<file path="src/hdl/trrs_pkg.sv">
// Shared types, codes and the ordering rule of the tile read request scheduler.
// No dependencies; every other file of the block imports this package.
`default_nettype none

package trrs_pkg;

  typedef enum logic [1:0] {
    FUNC_PUSH   = 2'd0,
    FUNC_POP    = 2'd1,
    FUNC_CANCEL = 2'd2,
    FUNC_ABORT  = 2'd3
  } func_e;

  typedef enum logic [1:0] {
    STAT_OK        = 2'd0,
    STAT_FULL      = 2'd1,
    STAT_EMPTY     = 2'd2,
    STAT_NOT_FOUND = 2'd3
  } status_e;

  // The owner field is two bits wide, so at most four owners can ever hold entries.
  localparam int NumPicks = 4;

  typedef struct packed {
    func_e       func;
    logic [1:0]  owner;
    logic [4:0]  level;
    logic [15:0] column;
    logic [15:0] row;
    logic [31:0] target_id;
  } cmd_t;

  typedef struct packed {
    logic [31:0] id;
    logic [1:0]  owner;
    logic [4:0]  level;
    logic [15:0] column;
    logic [15:0] row;
  } entry_t;

  typedef struct packed {
    logic        found;
    logic [31:0] id;
    logic [4:0]  level;
    logic        canceled;
    logic [15:0] column;
    logic [15:0] row;
  } pick_t;

  typedef struct packed {
    status_e     status;
    logic [31:0] request_id;
    logic [1:0]  served_owner;
    logic [4:0]  served_level;
    logic [15:0] served_column;
    logic [15:0] served_row;
    logic        was_canceled;
    logic [4:0]  removed_count;
  } result_t;

  // True when request a goes ahead of request b of the same owner.
  function automatic logic beats(input logic a_can, input logic [4:0] a_lvl,
                                 input logic [31:0] a_id, input logic b_can,
                                 input logic [4:0] b_lvl, input logic [31:0] b_id);
    logic r;
    if (a_can && b_can) begin
      r = a_id < b_id;
    end else if (a_can != b_can) begin
      r = a_can;
    end else if (a_lvl != b_lvl) begin
      r = a_lvl < b_lvl;
    end else begin
      r = a_id > b_id;
    end
    return r;
  endfunction

endpackage

`default_nettype wire

</file>
<file path="src/hdl/trrs_front.sv">
// Front end of the scheduler: accepts commands, folds the owner and queues them.
// Depends on trrs_pkg.
`default_nettype none

module trrs_front #(
  parameter int NUM_OWNERS = 4
) (
  input  logic           clk_i,
  input  logic           rst_ni,
  input  logic           in_valid_i,
  output logic           in_stall_o,
  input  trrs_pkg::cmd_t cmd_i,
  output logic           cmd_valid_o,
  output trrs_pkg::cmd_t cmd_o,
  input  logic           cmd_take_i
);
  import trrs_pkg::*;

  cmd_t       slot_q [2];
  cmd_t       folded;
  logic       wr_ptr_q, rd_ptr_q;
  logic [1:0] count_q;
  logic       push;
  logic [1:0] own;

  // Owner numbers at or above the owner count are folded back into range.
  always_comb begin
    own = cmd_i.owner;
    for (int k = 0; k < 3; k++) begin
      if (32'(own) >= NUM_OWNERS) own = own - 2'(NUM_OWNERS);
    end
    folded       = cmd_i;
    folded.owner = own;
  end

  assign in_stall_o  = (count_q == 2'd2);
  assign push        = in_valid_i && !in_stall_o;
  assign cmd_valid_o = (count_q != 2'd0);
  assign cmd_o       = slot_q[rd_ptr_q];

  always_ff @(posedge clk_i) begin
    if (push) slot_q[wr_ptr_q] <= folded;
  end

  always_ff @(posedge clk_i or negedge rst_ni) begin
    if (!rst_ni) begin
      wr_ptr_q <= 1'b0;
      rd_ptr_q <= 1'b0;
      count_q  <= 2'd0;
    end else begin
      if (push) wr_ptr_q <= !wr_ptr_q;
      if (cmd_take_i) rd_ptr_q <= !rd_ptr_q;
      count_q <= count_q + 2'(push) - 2'(cmd_take_i);
    end
  end

endmodule

`default_nettype wire

</file>
<file path="src/hdl/trrs_back.sv">
// Back end of the scheduler: entry store, scan sequencer, owner arbitration and
// the result register. Depends on trrs_pkg.
`default_nettype none

module trrs_back #(
  parameter int QUEUE_DEPTH = 16
) (
  input  logic              clk_i,
  input  logic              rst_ni,
  input  logic              cmd_valid_i,
  input  trrs_pkg::cmd_t    cmd_i,
  output logic              cmd_take_o,
  output logic              res_valid_o,
  input  logic              res_stall_i,
  output trrs_pkg::result_t res_o
);
  import trrs_pkg::*;

  localparam int IdxW = $clog2(QUEUE_DEPTH);
  localparam int CntW = IdxW + 1;
  localparam int SelW = $clog2(NumPicks);

  typedef enum logic [1:0] {S_IDLE, S_SCAN, S_SELECT, S_DONE} state_e;

  state_e                 state_q;
  cmd_t                   cmd_q;
  logic [CntW-1:0]        idx_q;
  logic                   rd_vld_q;
  logic [IdxW-1:0]        rd_idx_q;
  logic [QUEUE_DEPTH-1:0] valid_q, canceled_q;
  pick_t                  pick_q [NumPicks];
  logic [IdxW-1:0]        pick_idx_q [NumPicks];
  logic [SelW-1:0]        sel_q;
  pick_t                  best_q;
  logic [IdxW-1:0]        best_idx_q;
  logic [1:0]             best_owner_q;
  logic                   free_found_q;
  logic [IdxW-1:0]        free_idx_q;
  logic                   found_q;
  logic [CntW-1:0]        count_q;
  logic [31:0]            next_id_q;
  logic                   res_valid_q;
  result_t                res_q, res_d;

  entry_t                 mem_q [QUEUE_DEPTH];
  entry_t                 rd_data_q;

  logic            rd_en, wr_en, res_free, e_valid, e_can, e_beats;
  logic [IdxW-1:0] rd_addr;
  pick_t           cur_pick, sel_pick;

  assign rd_en    = (state_q == S_SCAN) && (idx_q < CntW'(QUEUE_DEPTH));
  assign rd_addr  = idx_q[IdxW-1:0];
  assign e_valid  = valid_q[rd_idx_q];
  assign e_can    = canceled_q[rd_idx_q];
  assign cur_pick = pick_q[rd_data_q.owner];
  assign sel_pick = pick_q[sel_q];
  assign e_beats  = !cur_pick.found ||
                    beats(e_can, rd_data_q.level, rd_data_q.id,
                          cur_pick.canceled, cur_pick.level, cur_pick.id);
  assign res_free = !res_valid_q || !res_stall_i;
  assign wr_en    = (state_q == S_DONE) && res_free && (cmd_q.func == FUNC_PUSH) &&
                    free_found_q;
  assign cmd_take_o  = (state_q == S_IDLE) && cmd_valid_i;
  assign res_valid_o = res_valid_q;
  assign res_o       = res_q;

  always_comb begin
    res_d = '0;
    unique case (cmd_q.func)
      FUNC_PUSH: begin
        if (free_found_q) begin
          res_d.status     = STAT_OK;
          res_d.request_id = next_id_q;
        end else begin
          res_d.status = STAT_FULL;
        end
      end
      FUNC_POP: begin
        if (best_q.found) begin
          res_d.status        = STAT_OK;
          res_d.request_id    = best_q.id;
          res_d.served_owner  = best_owner_q;
          res_d.served_level  = best_q.level;
          res_d.served_column = best_q.column;
          res_d.served_row    = best_q.row;
          res_d.was_canceled  = best_q.canceled;
        end else begin
          res_d.status = STAT_EMPTY;
        end
      end
      FUNC_CANCEL: begin
        res_d.status     = found_q ? STAT_OK : STAT_NOT_FOUND;
        res_d.request_id = cmd_q.target_id;
      end
      FUNC_ABORT: begin
        res_d.status        = STAT_OK;
        res_d.removed_count = (32'(count_q) > 31) ? 5'd31 : 5'(count_q);
      end
      default: res_d = '0;
    endcase
  end

  always_ff @(posedge clk_i) begin
    if (wr_en) begin
      mem_q[free_idx_q] <= '{id: next_id_q, owner: cmd_q.owner, level: cmd_q.level,
                             column: cmd_q.column, row: cmd_q.row};
    end
    if (rd_en) rd_data_q <= mem_q[rd_addr];
  end

  always_ff @(posedge clk_i or negedge rst_ni) begin
    if (!rst_ni) begin
      state_q      <= S_IDLE;
      cmd_q        <= '0;
      idx_q        <= '0;
      rd_vld_q     <= 1'b0;
      rd_idx_q     <= '0;
      valid_q      <= '0;
      canceled_q   <= '0;
      for (int p = 0; p < NumPicks; p++) begin
        pick_q[p]     <= '0;
        pick_idx_q[p] <= '0;
      end
      sel_q        <= '0;
      best_q       <= '0;
      best_idx_q   <= '0;
      best_owner_q <= '0;
      free_found_q <= 1'b0;
      free_idx_q   <= '0;
      found_q      <= 1'b0;
      count_q      <= '0;
      next_id_q    <= 32'd1;
      res_valid_q  <= 1'b0;
      res_q        <= '0;
    end else begin
      if (res_valid_q && !res_stall_i && (state_q != S_DONE)) res_valid_q <= 1'b0;
      unique case (state_q)
        S_IDLE: begin
          if (cmd_valid_i) begin
            cmd_q        <= cmd_i;
            idx_q        <= '0;
            free_found_q <= 1'b0;
            found_q      <= 1'b0;
            count_q      <= '0;
            for (int p = 0; p < NumPicks; p++) pick_q[p].found <= 1'b0;
            state_q      <= S_SCAN;
          end
        end
        S_SCAN: begin
          rd_vld_q <= rd_en;
          rd_idx_q <= rd_addr;
          if (rd_en) idx_q <= idx_q + CntW'(1);
          if (rd_vld_q) begin
            if (!e_valid) begin
              if (!free_found_q) begin
                free_found_q <= 1'b1;
                free_idx_q   <= rd_idx_q;
              end
            end else begin
              case (cmd_q.func)
                FUNC_POP: begin
                  if (e_beats) begin
                    pick_q[rd_data_q.owner] <= '{found: 1'b1, id: rd_data_q.id,
                                                 level: rd_data_q.level, canceled: e_can,
                                                 column: rd_data_q.column,
                                                 row: rd_data_q.row};
                    pick_idx_q[rd_data_q.owner] <= rd_idx_q;
                  end
                end
                FUNC_CANCEL: begin
                  if (rd_data_q.id == cmd_q.target_id) begin
                    canceled_q[rd_idx_q] <= 1'b1;
                    found_q              <= 1'b1;
                  end
                end
                FUNC_ABORT: begin
                  if (rd_data_q.owner == cmd_q.owner) begin
                    valid_q[rd_idx_q] <= 1'b0;
                    count_q           <= count_q + CntW'(1);
                  end
                end
                default: ;
              endcase
            end
          end
          if (!rd_en && !rd_vld_q) begin
            sel_q        <= '0;
            best_q.found <= 1'b0;
            state_q      <= (cmd_q.func == FUNC_POP) ? S_SELECT : S_DONE;
          end
        end
        S_SELECT: begin
          if (sel_pick.found && (!best_q.found || sel_pick.id < best_q.id)) begin
            best_q       <= sel_pick;
            best_idx_q   <= pick_idx_q[sel_q];
            best_owner_q <= 2'(sel_q);
          end
          if (sel_q == SelW'(NumPicks - 1)) begin
            state_q <= S_DONE;
          end else begin
            sel_q <= sel_q + SelW'(1);
          end
        end
        S_DONE: begin
          if (res_free) begin
            res_q       <= res_d;
            res_valid_q <= 1'b1;
            state_q     <= S_IDLE;
            if (wr_en) begin
              valid_q[free_idx_q]    <= 1'b1;
              canceled_q[free_idx_q] <= 1'b0;
              next_id_q              <= next_id_q + 32'd1;
            end
            if (cmd_q.func == FUNC_POP && best_q.found) valid_q[best_idx_q] <= 1'b0;
          end
        end
        default: state_q <= S_IDLE;
      endcase
    end
  end

`ifndef SYNTHESIS
  a_scan_bound: assert property (@(posedge clk_i) disable iff (!rst_ni)
    idx_q <= CntW'(QUEUE_DEPTH))
    else $error("scan counter ran past the queue depth");
  a_read_in_scan: assert property (@(posedge clk_i) disable iff (!rst_ni)
    rd_vld_q |-> state_q == S_SCAN)
    else $error("entry read pending outside the scan");
  a_id_advance: assert property (@(posedge clk_i) disable iff (!rst_ni)
    wr_en |=> next_id_q == $past(next_id_q) + 32'd1)
    else $error("id counter did not advance on a stored push");
  a_take_clean: assert property (@(posedge clk_i) disable iff (!rst_ni)
    cmd_take_o |-> !rd_vld_q && !res_valid_q || !rd_vld_q)
    else $error("new command taken with a read still in flight");
`endif

endmodule

`default_nettype wire

</file>
<file path="src/hdl/tile_read_request_scheduler.sv">
// Top level of the tile read request scheduler: front command queue and back end.
// Depends on trrs_pkg, trrs_front and trrs_back.
`default_nettype none

// The scheduler holds up to QUEUE_DEPTH pending tile read requests and takes one
// command per item: push, pop next, cancel by id or abort owner. Every command
// gives exactly one result item. A push stores the request in the lowest free
// entry under the next id of a shared counter that starts at one. A pop picks,
// for each owner, its oldest canceled request or else its lowest level request
// (newest on a tie), then serves the owner whose pick has the smallest id, the
// lower owner on equal ids. Commands are accepted into a two item queue, so the
// sender keeps going while the back end works and while a result waits to be
// taken, until both items are held. The back end scans the entry store through
// its single read port, one entry per cycle; each command is taken, then
// scanned with the last read drained, then its result is loaded, and a pop
// arbitrates across owners before the load. A stalled result holds the back
// end in its done state until the result register frees up.
module tile_read_request_scheduler #(
  parameter int QUEUE_DEPTH = 16,
  parameter int NUM_OWNERS  = 4
) (
  input  logic        clk_i,
  input  logic        rst_ni,
  input  logic        in_valid_i,
  output logic        in_stall_o,
  input  logic [1:0]  func_i,
  input  logic [1:0]  owner_i,
  input  logic [4:0]  level_i,
  input  logic [15:0] tile_column_i,
  input  logic [15:0] tile_row_i,
  input  logic [31:0] target_id_i,
  output logic        out_valid_o,
  input  logic        out_stall_i,
  output logic [1:0]  status_o,
  output logic [31:0] request_id_o,
  output logic [1:0]  served_owner_o,
  output logic [4:0]  served_level_o,
  output logic [15:0] served_column_o,
  output logic [15:0] served_row_o,
  output logic        was_canceled_o,
  output logic [4:0]  removed_count_o
);
  import trrs_pkg::*;

  cmd_t    in_cmd, cmd;
  logic    cmd_valid, cmd_take;
  result_t res;

  // Gather the input fields into one command word.
  assign in_cmd = '{func: func_e'(func_i), owner: owner_i, level: level_i,
                    column: tile_column_i, row: tile_row_i, target_id: target_id_i};

  trrs_front #(.NUM_OWNERS(NUM_OWNERS)) u_front (
    .clk_i       (clk_i),
    .rst_ni      (rst_ni),
    .in_valid_i  (in_valid_i),
    .in_stall_o  (in_stall_o),
    .cmd_i       (in_cmd),
    .cmd_valid_o (cmd_valid),
    .cmd_o       (cmd),
    .cmd_take_i  (cmd_take)
  );

  trrs_back #(.QUEUE_DEPTH(QUEUE_DEPTH)) u_back (
    .clk_i       (clk_i),
    .rst_ni      (rst_ni),
    .cmd_valid_i (cmd_valid),
    .cmd_i       (cmd),
    .cmd_take_o  (cmd_take),
    .res_valid_o (out_valid_o),
    .res_stall_i (out_stall_i),
    .res_o       (res)
  );

  // The result register in the back end drives the output fields directly.
  assign status_o        = res.status;
  assign request_id_o    = res.request_id;
  assign served_owner_o  = res.served_owner;
  assign served_level_o  = res.served_level;
  assign served_column_o = res.served_column;
  assign served_row_o    = res.served_row;
  assign was_canceled_o  = res.was_canceled;
  assign removed_count_o = res.removed_count;

endmodule

`default_nettype wire
</file>
<file path="config.mk">
export PLATFORM = sky130hd
export DESIGN_NAME = tile_read_request_scheduler
export DESIGN_NICKNAME = d
export VERILOG_FILES = /design/src/hdl/trrs_pkg.sv /design/src/hdl/trrs_front.sv /design/src/hdl/trrs_back.sv /design/src/hdl/tile_read_request_scheduler.sv
export SDC_FILE = /design/constraint.sdc
export NUM_CORES = 2
export LEC_CHECK = 0
export ABC_AREA = 1
export BUFFER_PORTS_ARGS = -buffer_cell sky130_fd_sc_hd__buf_2
export CORE_UTILIZATION = 55
export CTS_CLUSTER_DIAMETER = 50
export DETAILED_ROUTE_END_ITERATION = 8
export GPL_TIMING_DRIVEN = 0
export PLACE_DENSITY = 0.74
export SLEW_MARGIN = 20
export SYNTH_ARGS = -nofsm -noshare
export SYNTH_HDL_FRONTEND = slang
export SYNTH_HIERARCHICAL = 1
export SYNTH_SLANG_ARGS = --single-unit
</file>
<file path="constraint.sdc">
create_clock -name clk_i -period 4.9 [get_ports clk_i]
set_clock_uncertainty 0.1 [all_clocks]
set_input_delay 0.245 -clock clk_i [delete_from_list [all_inputs] [get_ports clk_i]]
set_output_delay 0.245 -clock clk_i [all_outputs]
set_load 0.01 [all_outputs]
</file>
# Word-level counts from Yosys, hierarchy flattened
# Memories as Yosys holds them, arrays and structs flattened. A register that Yosys moved wholly into a read port is not among the register bits.
# Index checks and enable logic that the tools add are counted.
op_classes:
  n_lt_le_gt_ge: 14
  add_sub_neg: 6
  mux: 98
  n_eq_ne: 30
  reduce_logical: 51
  bitwise_logic: 12
ops:
  columns: ["op", "n"]
  rows:
  - ["284-bit two-way mux", 4]
  - ["71-bit two-way mux", 6]
  - ["71-bit binary-select mux with 2-bit select", 2]
  - ["284-bit bitwise mux", 1]
  - ["16-bit two-way mux", 15]
  - ["71-bit demux with 2-bit select", 1]
  - ["32-bit case mux with 3 select lines", 1]
  - ["72-bit two-way mux", 1]
  - ["32-bit less-than comparator", 2]
  - ["16-bit case mux with 2 select lines", 2]
  - ["16-bit bitwise AND", 3]
  - ["16-bit NOT", 3]
  - ["40-bit two-way mux", 1]
  - ["5-bit two-way mux", 7]
  - ["32-bit by 1-bit adder with 32-bit output (second input constant)", 1]
  - ["32-bit == test", 1]
  - ["32-bit greater-than comparator", 1]
  - ["32-bit two-way mux", 1]
  - ["16-bit bitwise OR", 2]
  - ["1-bit two-way mux", 25]
  - ["6-bit AND reduction", 4]
  - ["5-bit case mux with 2 select lines", 2]
  - ["2-bit by 1-bit inequality test with 1-bit output (second input constant)", 9]
  - ["2-bit inequality test (second input constant)", 9]
  - ["37 further kinds", 107]
totals:
  ram_bits: 1282
  word_cells: 273
  register_bits: 550
  input_bits: 77
  out_inout_bits: 81
  mem_count: 2
mem_list:
  columns: ["memory", "words", "width", "read_ports", "rd_ports_with_merged_regs", "write_ports", "line_no", "rtl"]
  rows:
  - ["u_back.mem_q", 16, 71, 1, 1, 1, "trrs_back.sv:45", "entry_t mem_q [QUEUE_DEPTH];"]
  - ["u_front.slot_q", 2, 73, 1, 1, 1, "trrs_front.sv:19", "cmd_t slot_q [2];"]

# Depth between registers and ports, before layout
depth:
  ltp_word: 14
  depth_mapped: 26

# By module
# The synthesis kept the hierarchy.
by_module_without_submodules:
  columns: ["mod", "cells_per_inst", "area_each_um2", "instances", "seq_area_each_um2"]
  rows:
  - ["trrs_back", 6664, 75762.7, 1, 51735.9]
  - ["trrs_front", 409, 5679.2, 1, 4484.3]

# Least setup slack after synthesis
# No wires, ideal clock.
synth_timing:
  path_type: "register to register"
  from: "reg u_back.state_q[0]"
  to: "mem u_back/mem_q[10][0] (netlist name), enable pin"
  n_path_buf: 1
  arrival_time_ns: 4.351
  slack_ns: -0.055
  setup_ns: 0.503
  stages_incl_launch_ff: 7
  path_cell_list: "dfrtp_1 ha_1 inv_1 a21oi_1 nand2_1 clkbuf_1 nor2_1"
synth_via:
  elab_chain_len: 6
synth_rtl:
  columns: ["item", "line_no", "rtl"]
  rows:
  - ["start, declared", "trrs_back.sv:25", "state_e state_q;"]
  - ["start signal, assigned", "trrs_back.sv:190", "state_q <= (cmd_q.func == FUNC_POP) ? S_SELECT : S_DONE;"]
  - ["2-bit == test", "trrs_back.sv:62", "assign wr_en = (state_q == S_DONE) && res_free && (cmd_q.func == FUNC_PUSH) &&"]
  - ["1-bit logical AND (3 in a row)", "trrs_back.sv:62", null]
  - ["1-bit two-way mux", "trrs_back.sv:105", "if (wr_en) begin"]
  - ["1-bit two-way mux (not written as such)", "trrs_back.sv:106", "mem_q[free_idx_q] <= '{id: next_id_q, owner: cmd_q.owner, level: cmd_q.level,"]
  - ["end, declared", "trrs_back.sv:45", null]
# Every way passes these cells.

# Final worst setup path
layout_timing:
  from: "reg u_back/rd_data_q[38] (netlist name)"
  to: "reg u_back/pick_q[200] (netlist name)"
layout_via:
  elab_chain_len: 10
  word_cells_on_any_way: 22
  cone_classes: "order compare: 5; eq/ne: 2; mux: 9; bitwise: 1; reduce/logical: 5"
layout_rtl:
  columns: ["item", "line_no", "rtl"]
  rows:
  - ["2-bit NOT with 3-bit output (not written as such) *", "trrs_back.sv:56, trrs_back.sv:164", null]
  - ["71-bit binary-select mux with 2-bit select", "trrs_back.sv:56", "assign cur_pick = pick_q[rd_data_q.owner];"]
  - ["71-bit two-way mux (not written as such) (2 in a row)", "trrs_back.sv:56", null]
  - ["32-bit greater-than comparator, or another cell as far along", "trrs_pkg.sv:73", "r = a_id > b_id;"]
  - ["1-bit two-way mux", "trrs_pkg.sv:70", "end else if (a_lvl != b_lvl) begin"]
  - ["1-bit two-way mux", "trrs_pkg.sv:68", "end else if (a_can != b_can) begin"]
  - ["1-bit two-way mux", "trrs_pkg.sv:66", "if (a_can && b_can) begin"]
  - ["1-bit logical OR", "trrs_back.sv:58", "assign e_beats = !cur_pick.found ||"]
  - ["5-bit AND reduction (no source line)", null, null]
  - ["end signal, assigned by index", "trrs_back.sv:164", "pick_q[rd_data_q.owner] <= '{found: 1'b1, id: rd_data_q.id,"]
  - ["end, declared", "trrs_back.sv:31", "pick_t pick_q [NumPicks];"]
# Mark *: on every way between the ends. The rest lies on a longest branch, timed or not. The select of a mux whose other input is x is not followed.
# A chain may end at the register's enable or synchronous reset.

==> qor.csv <==
stage,metric,value,unit
worst_setup_path,slowest cell delay on critical path,500,ps
worst_setup_path,Worst Setup End Kind,flop,
yosys,total standard cell area after synthesis,81400,sq um
worst_hold_path,Hold Path Depth,2,
power_and_ir_drop,internal power,35.2,mW
timing,setup TNS after final layout,0,ps
power_and_ir_drop,power per standard cell area,600,nW/um^2
worst_setup_path,timing startpoint of the critical path,u_back/rd_data_q[38],
clock_tree,clock edge transition at the registers on the reported setup and hold paths,60,ps
routing,Wirelength per Cell,26.6,um
timing,shortest period the worst path allows,4880,ps
timing,Final Hold Fails,0,
power_and_ir_drop,VDD IR-drop max,0.000595,V
placement,count of input and output buffers,157,
worst_setup_path,slack of the worst reg-to-reg path,20,ps
finish,area overhead of the layout relative to synthesis,16.0,%
worst_setup_path,worst reg2reg path depth,22,
clock_tree,Clock Tree Buf Depth,3,
power_and_ir_drop,power share of the combinational group,30.2,%
timing,PnR worst setup slack,23.9,ps
placement,post-place setup slack,-781,ps
floorplan,starting utilization of the core area,55.7,%
routing,total routed wirelength,258000,um
yosys,number of enable flip-flop cells after synthesis,1353,
worst_setup_path,"critical path, cell by cell",inv_1 -> nand2_1 -> inv_1 -> clkbuf_2 -> clkbuf_4 -> a22o_1 -> a221oi_1 -> ha_1 -> nand4_1 -> a21oi_1 -> nor2_1 -> nand2_1 -> nand2_1 -> nand2_1 -> nand2_1 -> nand2_1 -> nand2_1 -> nand2_2 -> nand3_1 -> clkbuf_4 -> buf_2 -> o21ai_1,
routing,drt pass-1 iters,6,
outcome,outcome,"finished, final reports clean",
placement,half-perimeter wire length after placement,177000,um
worst_setup_path,critical path type,reg -> reg,
finish,ratio of cells with drive above 1 in the final layout,9.24,%
worst_setup_path,terminus of the critical flop-to-flop path,u_back/pick_q[200],
timing,transition time at the pin with the least slew margin,1360,ps
worst_hold_path,end of the worst hold path,u_front/slot_q[0][22],
floorplan,total number of placement rows,140,
clock_tree,number of post-CTS setup repair buffers,0,
grt,via count of the first global-routing pass,59143,
routing,total via count in the routed design,61105,
yosys,net count of the mapped netlist,7230,
floorplan,floorplan die area,150000,sq um
routing,vias per cell,6.30,
yosys,"Async S/R FF share, synth",31.5,%
grt,Total GRT Usage,34.0,%
routing,DRC violation count after routing,0,
routing,initial DRC count,8942,
timing,Max Slew Vio Count,0,
power_and_ir_drop,Sequential Power Share,42.0,%
grt,remaining global-route overflow,0,
power_and_ir_drop,Switching Fraction,37.9,%
worst_setup_path,required time reported for the critical path endpoint,5490,ps
power_and_ir_drop,NetSw,21.5,mW
finish,# nets final,7765,
clock_tree,CTS HTree Levels,4,
yosys,Synth warnings,6,
worst_setup_path,source of the worst register-to-register timing path,u_back/rd_data_q[38],
worst_hold_path,worst hold start,target_id_i[22],
routing,number of nets with antenna violations after detailed routing,0,
power_and_ir_drop,fraction of power consumed by the clock network,27.8,%
worst_setup_path,critical-path maximum fanout,10,
placement,global placement routability congestion,0.960,
floorplan,Die Wd,387,um
floorplan,area of the core region,146000,sq um
yosys,dominant register cell in the synthesized netlist,sky130_fd_sc_hd__edfxtp_1,
timing,relative slew slack,9.30,%
floorplan,die height,387,um
power_and_ir_drop,Pleak,35.6,nW
worst_setup_path,WP data arrival,5470,ps
timing,maximum clock frequency,0.205,GHz
timing,portion of the clock cycle consumed by the worst path in the final layout,99.5,%
worst_hold_path,Tightest Hold Check Type,in -> reg,
yosys,Unique masters post-synth,48,
yosys,Post-Syn Instances,7073,
clock_tree,insertion delay to the later sink of the worst-skew pair,850,ps
floorplan,Ports,158,
clock_tree,CTS tree,built,
timing,setup violators final,0,
grt,first-pass GRT wire length,377000,um
grt,pin count of the biggest net entering global routing,101,
grt,initial antenna violation count,16,
clock_tree,CTS Root Cell,sky130_fd_sc_hd__clkbuf_16,
yosys,sequential-to-total area share from yosys stat,69.0,%
worst_setup_path,Crit path max-delay family,buffers and inverters,
worst_setup_path,critical path's most frequent cell,sky130_fd_sc_hd__nand2_1,
finish,Fillers,10711,
clock_tree,TritonCTS buffer count,198,
worst_setup_path,CP Launch Type,flop,
clock_tree,sink count of the clock tree,1976,
worst_setup_path,Crit path buffers/inverters,6,
yosys,synthesized area per cell,11.5,sq um
run,number of max-cap violations,0,
worst_setup_path,cell with the largest stage delay on the worst path,sky130_fd_sc_hd__a221oi_1,
yosys,count of state elements after synthesis,1976,
==> sequential cells by signal, summed over array words and instances, names as in the netlist, 2 cells and up <==
register and cells:
u_back/best_idx_q 4, u_back/best_owner_q 2, u_back/best_q 71, u_back/canceled_q 16, u_back/cmd_q 73, u_back/count_q 5, u_back/free_idx_q 4, u_back/idx_q 5
u_back/mem_q 1136, u_back/next_id_q 32, u_back/pick_idx_q 16, u_back/pick_q 284, u_back/rd_data_q 71, u_back/rd_idx_q 4, u_back/res_o 79, u_back/sel_q 2
u_back/state_q 2, u_back/valid_q 16, u_front/count_q 2, u_front/slot_q 146
==> what timing repair did <==
item / CTS / global route
hold buffers: 104 / 0
setup endpoints to repair: 342 / 306
hold endpoints to repair: 598 / 0
resized for setup: 33 / 30
==> layout by cell type (no fill, tap or decap), drive strengths merged, types with 16 or more instances in the layout <==
master and instances:
buf 352, a22o 36, o221ai 115, clkinv 64, edfxtp 1353, o211ai 29
bufinv 23, nor2 923, inv 334, o21ai 916, nand2 1268, clkbuf 590
a22oi 22, nand4 17, mux2i 114, a21oi 59, o32ai 185, nor3 16
nand3 313, dlygate4sd3 103, xor2 37, a221oi 63, ha 80, dfrtp 622
o22ai 87
==> through the flow <==
step / utilization, % / area [sq um] / std cells / power, mW / hold WS (ps)
6_report: 64.6 / 94500 / 9699 / 56.7 / 31.4
5_1_grt: 64.6 / 94500 / 9696 / 58.7 / 14.9
4_1_cts: 64.6 / 94400 / 9696 / 56.0 / 0.865
3_5_place_dp: 59.1 / 86500 / 9221 / 40.2 / 126
3_3_place_gp: 57.9 / 84600 / 9147 / 39.6 / 334
2_1_floorplan: - / 81400 / 7073 / 32.7 / -151
==> power groups by stage <==
| stage | clock network, mW | registers [mW] | logic [mW] |
|---|---|---|---|
| after floorplan | 0 | 23.0 | 9.69 |
| after global placement | 0 | 24.0 | 15.7 |
| after detailed placement | 0 | 23.9 | 16.3 |
| after CTS | 15.9 | 23.6 | 16.5 |
| after global routing | 16.5 | 24.0 | 18.2 |
| final | 15.8 | 23.8 | 17.1 |
==> logic make-up after synthesis <==
logic type	after synthesis	share of synthesized area, %
adder cells (fa/ha/maj)	80	1.23
AO/OA/AOI/OAI	1528	11.6
multiplexers	114	1.40
AND/OR/NAND/NOR	2554	12.4
buffers and inverters	771	3.79
flip-flops	1976	69.0
XOR/XNOR	50	0.538
==> layout make-up <==
class	count	area (sq um)	share of cell area (%)
multi-input combinational	4326	22300	23.6
inverter	325	1220	1.29
buffer	446	1940	2.05
antenna	3	7.51	0.00794
clock buffer	264	5540	5.86
timing repair buffer	335	3540	3.75
clock inverter	107	1310	1.39
tap	1917	2400	2.54
sequential	1976	56200	59.5
==> routing by layer <==
metal  GRT usage, %  wire length, um
met2           52.8           118000
met1           45.5            96100
met4           16.0            12900
met5              0              122
met3           8.13            31600
==> Yosys cell counts (22+ instances only) <==
library cell	number	area, sq um
sky130_fd_sc_hd__nand2_1	1267	4760
sky130_fd_sc_hd__ha_1	80	1000
sky130_fd_sc_hd__mux2i_1	114	1140
sky130_fd_sc_hd__a22o_1	36	315
sky130_fd_sc_hd__o32ai_1	185	1620
sky130_fd_sc_hd__edfxtp_1	1353	40600
sky130_fd_sc_hd__a21oi_1	59	295
sky130_fd_sc_hd__a22oi_1	22	165
sky130_fd_sc_hd__o22ai_1	87	544
sky130_fd_sc_hd__buf_1	42	158
sky130_fd_sc_hd__clkbuf_1	325	1220
sky130_fd_sc_hd__o211ai_1	29	218
sky130_fd_sc_hd__buf_2	62	310
sky130_fd_sc_hd__o21ai_1	185	926
sky130_fd_sc_hd__xor2_1	37	324
sky130_fd_sc_hd__dfrtp_1	622	15600
sky130_fd_sc_hd__nand3_1	311	1560
sky130_fd_sc_hd__a221oi_1	63	552
sky130_fd_sc_hd__inv_1	313	1170
sky130_fd_sc_hd__nor2_1	919	3450
sky130_fd_sc_hd__o221ai_1	115	1010
sky130_fd_sc_hd__o21ai_0	731	3660
==> how the worst max path moves through the flow <==
stage | to | slack, ps | cells after the start
detailed placement | u_back/pick_q[103] | -780 | 19
global placement | u_back/cmd_q[26] | -9850 | 1
CTS | u_back/best_q[34] | 10 | 19
finish | u_back/pick_q[200] | 20 | 22
global route | u_back/pick_q[208] | -4 | 23
floorplan | u_back/mem_q[10][0] | -50 | 6
No activity file was read; power rests on OpenSTA's default activity.
